## config.mk

```make
export PLATFORM = sky130hd
export DESIGN_NAME = lih_div_cell
export DESIGN_NICKNAME = d
export VERILOG_FILES = /design/src/rtl/core/lih_pkg.sv /design/src/rtl/core/lih_div_cell.sv
export SDC_FILE = /design/constraint.sdc
export NUM_CORES = 1
export LEC_CHECK = 0
export BUFFER_PORTS_ARGS = -buffer_cell sky130_fd_sc_hd__buf_2
export CORE_AREA = 2 2 241 243
export CTS_BUF_LIST = sky130_fd_sc_hd__clkbuf_2 sky130_fd_sc_hd__clkbuf_4 sky130_fd_sc_hd__clkbuf_8
export DETAILED_ROUTE_END_ITERATION = 7
export DIE_AREA = 0 0 243 245
export GPL_ROUTABILITY_DRIVEN = 0
export GPL_TIMING_DRIVEN = 0
export PLACE_DENSITY_LB_ADDON = 0.12
export SLEW_MARGIN = 15
export SYNTH_ARGS = -nofsm -noshare
export SYNTH_HDL_FRONTEND = slang
export SYNTH_SLANG_ARGS = --single-unit
```

## constraint.sdc

```tcl
create_clock -name i_clk -period 6.8 [get_ports i_clk]
set_clock_uncertainty 0.05 [all_clocks]
set_input_delay 0 -clock i_clk [delete_from_list [all_inputs] [get_ports i_clk]]
set_output_delay 0 -clock i_clk [all_outputs]
set_load 0.1 [all_outputs]
```

## src/rtl/core/lih_pkg.sv

```systemverilog
// ============================================================================
// lih_pkg
// Shared types and fixed widths for the line intersection block.
// ============================================================================
package lih_pkg;

    // Signed coordinate width of the input points.
    localparam int COORD_BITS = 16;
    // Width of every input coordinate field.
    localparam int IN_W  = COORD_BITS;
    // Width of every output coordinate field.
    localparam int OUT_W = 48;
    // Quotient bits produced by the divider chain (one guard bit above OUT_W).
    localparam int QUO_W = OUT_W + 1;

    // One input item: two lines, each given by two points.
    typedef struct packed {
        logic signed [IN_W-1:0] line_a_start_x;
        logic signed [IN_W-1:0] line_a_start_y;
        logic signed [IN_W-1:0] line_a_end_x;
        logic signed [IN_W-1:0] line_a_end_y;
        logic signed [IN_W-1:0] line_b_start_x;
        logic signed [IN_W-1:0] line_b_start_y;
        logic signed [IN_W-1:0] line_b_end_x;
        logic signed [IN_W-1:0] line_b_end_y;
    } t_in_item;

    // One result item.
    typedef struct packed {
        logic signed [OUT_W-1:0] cross_x;
        logic signed [OUT_W-1:0] cross_y;
        logic                    not_representable;
    } t_out_item;

    // Control that travels alongside the data through the divider cells.
    typedef struct packed {
        logic valid;
        logic neg_x;
        logic neg_y;
        logic bad;
    } t_div_ctrl;

endpackage

```

## src/rtl/core/lih_div_cell.sv

```systemverilog
// ============================================================================
// lih_div_cell
// One restoring division step for the x and y lanes, deciding quotient bit
// SHIFT and handing remainders on to the next cell.
// ============================================================================
module lih_div_cell
    import lih_pkg::*;
#(
    parameter int DW    = 35,
    parameter int RW    = DW + QUO_W,
    parameter int SHIFT = 0
) (
    input  logic              i_clk,
    input  logic              i_rst_n,
    input  logic              i_en,
    input  t_div_ctrl         i_ctrl,
    input  logic [RW-1:0]     i_rem_x,
    input  logic [RW-1:0]     i_rem_y,
    input  logic [QUO_W-1:0]  i_quo_x,
    input  logic [QUO_W-1:0]  i_quo_y,
    input  logic [DW-1:0]     i_div,
    output t_div_ctrl         o_ctrl,
    output logic [RW-1:0]     o_rem_x,
    output logic [RW-1:0]     o_rem_y,
    output logic [QUO_W-1:0]  o_quo_x,
    output logic [QUO_W-1:0]  o_quo_y,
    output logic [DW-1:0]     o_div
);

    logic [RW-1:0]    w_dsh;
    logic [RW-1:0]    n_rem_x, n_rem_y;
    logic [QUO_W-1:0] n_quo_x, n_quo_y;
    t_div_ctrl        r_ctrl;
    logic [RW-1:0]    r_rem_x, r_rem_y;
    logic [QUO_W-1:0] r_quo_x, r_quo_y;
    logic [DW-1:0]    r_div;

    // Trial subtraction of the shifted divisor in each lane.
    always_comb begin
        w_dsh   = RW'(i_div) << SHIFT;
        n_rem_x = i_rem_x;
        n_rem_y = i_rem_y;
        n_quo_x = i_quo_x;
        n_quo_y = i_quo_y;
        if (i_rem_x >= w_dsh) begin
            n_rem_x = i_rem_x - w_dsh;
            n_quo_x = i_quo_x | (QUO_W'(1) << SHIFT);
        end
        if (i_rem_y >= w_dsh) begin
            n_rem_y = i_rem_y - w_dsh;
            n_quo_y = i_quo_y | (QUO_W'(1) << SHIFT);
        end
    end

    // Control register; only the valid bit needs a reset.
    always_ff @(posedge i_clk) begin
        if (!i_rst_n) begin
            r_ctrl.valid <= 1'b0;
        end else if (i_en) begin
            r_ctrl <= i_ctrl;
        end
    end

    // Data registers.
    always_ff @(posedge i_clk) begin
        if (i_en) begin
            r_rem_x <= n_rem_x;
            r_rem_y <= n_rem_y;
            r_quo_x <= n_quo_x;
            r_quo_y <= n_quo_y;
            r_div   <= i_div;
        end
    end

    assign o_ctrl  = r_ctrl;
    assign o_rem_x = r_rem_x;
    assign o_rem_y = r_rem_y;
    assign o_quo_x = r_quo_x;
    assign o_quo_y = r_quo_y;
    assign o_div   = r_div;

endmodule

```

==> impl_metrics.ini <==
[run_status]
status = finished, final reports clean

[cts]
tritoncts = yes
cts_resized = 0
htreeDepth = 2
cts.reportedPaths.clkPinSlew_ns = 0.06
root_buffer = clkbuf_8
cts.sinks = 305
cts_buffers = 57
cts_buffer_depth = 3
worstSkewPairLatency_ns = 0.65

[critical_path]
end_kind = register
arrival_ns = 5.30
max_stage_delay_ns = 0.83
crit_fanout = 10
cp.required_ns = 7.14
crit_chain = dlygate4sd3_1, buf_2, ha_1, fa_1, nor2b_1, o31ai_1, a211oi_1, o21ai_0, a2111oi_0, o21ai_0, or4b_1, clkbuf_1, buf_2, nor3_1, xor2_1, dlygate4sd3_1
start_kind = primary input
path_buf_inv = 5
r2r.worst_path.cells = 3
crit_slowest_cell = a2111oi_0
crit_family = buffers and inverters
cp.depth = 16
path_class = primary input to register

[drt]
vias = 16800
dr.pass1.iters = 6
first_iter_violations = 918
drc = 0
routedWlPerCell_um = 20.5
viasPerCell = 4.85
postRouteAntennaNets = 0
drt_wl_total_mm = 71.1

[placement]
dpl_cell_area_um2 = 20700
dp_hpwl_mm = 53.4
pre_cts_ws_ns = 2.34
port_buffers = 611
place_inst = 2884

[layout]
final_net_count = 3043
syn_to_final_growth_pct = 60.6
postLayoutCellArea_um2 = 26700
n_fill_cell = 5467
instances_no_fill = 3473
drive_above_1_share_pct = 27.1

[sta]
maxSlewViolCount = 0
fin_tns_setup_ns = 0
maxSlewHeadroom_pct = 41.9
setup_ws_ns = 1.84
fmax_mhz = 202
fin_crit_ns = 4.96
post-route-period-util_pct = 72.9
finalHoldViolations = 0
setup_viol = 0
worst_slew_pin_slew_ns = 0.849
rsz0062_at_grt = no

[synthesis]
ys_ff_latch = 305
synth_most_common_cell = edfxtp_1
async_flop_share_pct = 0
synth_cell_types = 70
synth_fa_ha_area_share_pct = 5.52
synth_mux_area_share_pct = 0.490
synth_cells = 1505
yosys.area.top_type = edfxtp_1
yosys.area_share.simple_pct = 15.8
synth_top_flop_cell = edfxtp_1
synth_top_cell_area_share_pct = 55.0
synth-seq-area-share_pct = 55.1
synth_area_leaders = edfxtp_1 (55%), ha_1 (5.3%), xor2_1 (4.6%), xnor2_1 (3.6%), a21oi_1 (3.3%)
synthesis.area_um2 = 16600
avgSynthCellArea_um2 = 11.0
synth-compound-area-share_pct = 12.0
synth-xor-area-share_pct = 8.28
synth_top_family_by_area = simple AND/OR/NAND/NOR gates
yosysWarnings = 0
synth_nets = 1885
synthTopCellsByCount = edfxtp_1 (304), nor2_1 (129), nand2_1 (128)
synth_edf_count = 304

[run]
cap_violations = 0

[min_path]
min_path_cells = 2
hold_class = primary input to register

[global_route]
grt_pass1_wl_mm = 104
grt_usage_pct = 23.0
grt_pass1_vias = 16900
grt_max_degree = 103
antenna_found_initial = 8
grt_overflow = 0

[floorplanning]
die_x_um = 243
start_util_pct = 29.1
core_region_area_um2 = 57000
std_cell_rows = 88
chipHeight_um = 245
ios = 613
die_area_um2 = 59500

[power]
p_total_mw = 6.67
power.leakage_nw = 11.0
powerDensity_nw_per_um2 = 250
ir_drop_mv = 0.175
==> where the power goes <==
group | internal [mW] | switching, mW | total [mW] | leakage (nW)
sequential | 2.30 | 0.0556 | 2.35 | 2.98
clock | 0.947 | 0.827 | 1.77 | 0.577
combinational | 0.590 | 1.95 | 2.54 | 7.44
total | 3.84 | 2.84 | 6.67 | 11.0
==> final timing paths <==
path / startpoint / endpoint / slack, ns
min: i_quo_y[15] / o_quo_y[15]$_DFFE_PP_ / 0.04
max reg2reg: o_ctrl[3]$_SDFFE_PN0P_ / o_ctrl[3]$_SDFFE_PN0P_ / 5.57
min reg2reg: o_ctrl[3]$_SDFFE_PN0P_ / o_ctrl[3]$_SDFFE_PN0P_ / 1.06
max: i_div[0] / o_rem_x[82]$_DFFE_PP_ / 1.84
==> per-stage QoR <==
step	utilization, %	hold slack, ns
6_report	46.7	0.0372
5_1_grt	46.7	0.0113
4_1_cts	46.7	0.000203
3_5_place_dp	36.3	0.128
3_3_place_gp	36.1	0.128
2_1_floorplan	-	0.0489
==> placed cells by master, fill, tap and decap left out, types with 5 or more instances in the layout <==
cell type / Yosys / routed
buf_2: 5 / 615
dlygate4sd3_1: 0 / 485
edfxtp_1: 304 / 304
nor2_1: 129 / 129
nand2_1: 128 / 128
a21oi_1: 108 / 108
o21ai_0: 96 / 96
xor2_1: 88 / 88
ha_1: 70 / 70
xnor2_1: 69 / 69
clkbuf_8: 0 / 58
inv_1: 52 / 52
nor3_1: 51 / 51
clkbuf_1: 49 / 49
nor4_1: 37 / 37
nand4_1: 32 / 32
nand3_1: 32 / 32
a21o_1: 26 / 26
nand2b_1: 21 / 21
or3_1: 21 / 21
or4_1: 17 / 17
clkbuf_4: 0 / 15
o21bai_1: 13 / 13
clkinv_1: 0 / 13
and3_1: 12 / 12
o21a_1: 11 / 11
nor2b_1: 9 / 9
a211oi_1: 9 / 9
o211ai_1: 8 / 8
a31oi_1: 8 / 8
clkinv_2: 0 / 8
or2_2: 7 / 7
o31ai_1: 7 / 7
and2_1: 6 / 6
diode_2: 0 / 5
==> layer usage <==
layer	routed length, um	global-route usage, %	part of all wire (%)	vias to the layer above
met5	47	0	0.066	-
met3	5040	5.15	7.1	103
met1	29300	28.5	41	8129
li1	-	-	-	7944
met4	1450	5.58	2.0	8
met2	35200	40.4	50	647
==> kinds of logic (layout without fill, tap and decap cells) <==
kind of cell | after synthesis | count (layout)
AND/OR/NAND/NOR | 526 | 526
adder cells (fa/ha/maj) | 72 | 72
AO/OA/AOI/OAI | 328 | 328
flip-flops | 305 | 305
buffers and inverters | 111 | 1309
other | 0 | 5
XOR/XNOR | 157 | 157
multiplexers | 6 | 6
==> flip-flops by register name (all words and copies together), names as in the netlist <==
register / count
o_rem_x: 84
o_quo_y: 49
o_div: 35
o_rem_y: 84
o_quo_x: 49
o_ctrl: 4
==> final cells by class <==
cell class,count,area [um^2],share of cell area [%]
timing repair buffer,1099,8010,30.0
tap,765,957,3.59
buffer,59,262,0.981
clock buffer,73,911,3.42
antenna,5,12.5,0.0469
multi-input combinational,1089,6990,26.2
sequential,305,9150,34.3
inverter,52,195,0.732
clock inverter,26,176,0.662
==> what timing repair did <==
item	CTS	global route
setup buffers	0	0
endpoints found under the hold margin	435	1
hold buffers	484	1
No activity file was read; power rests on OpenSTA's default activity.
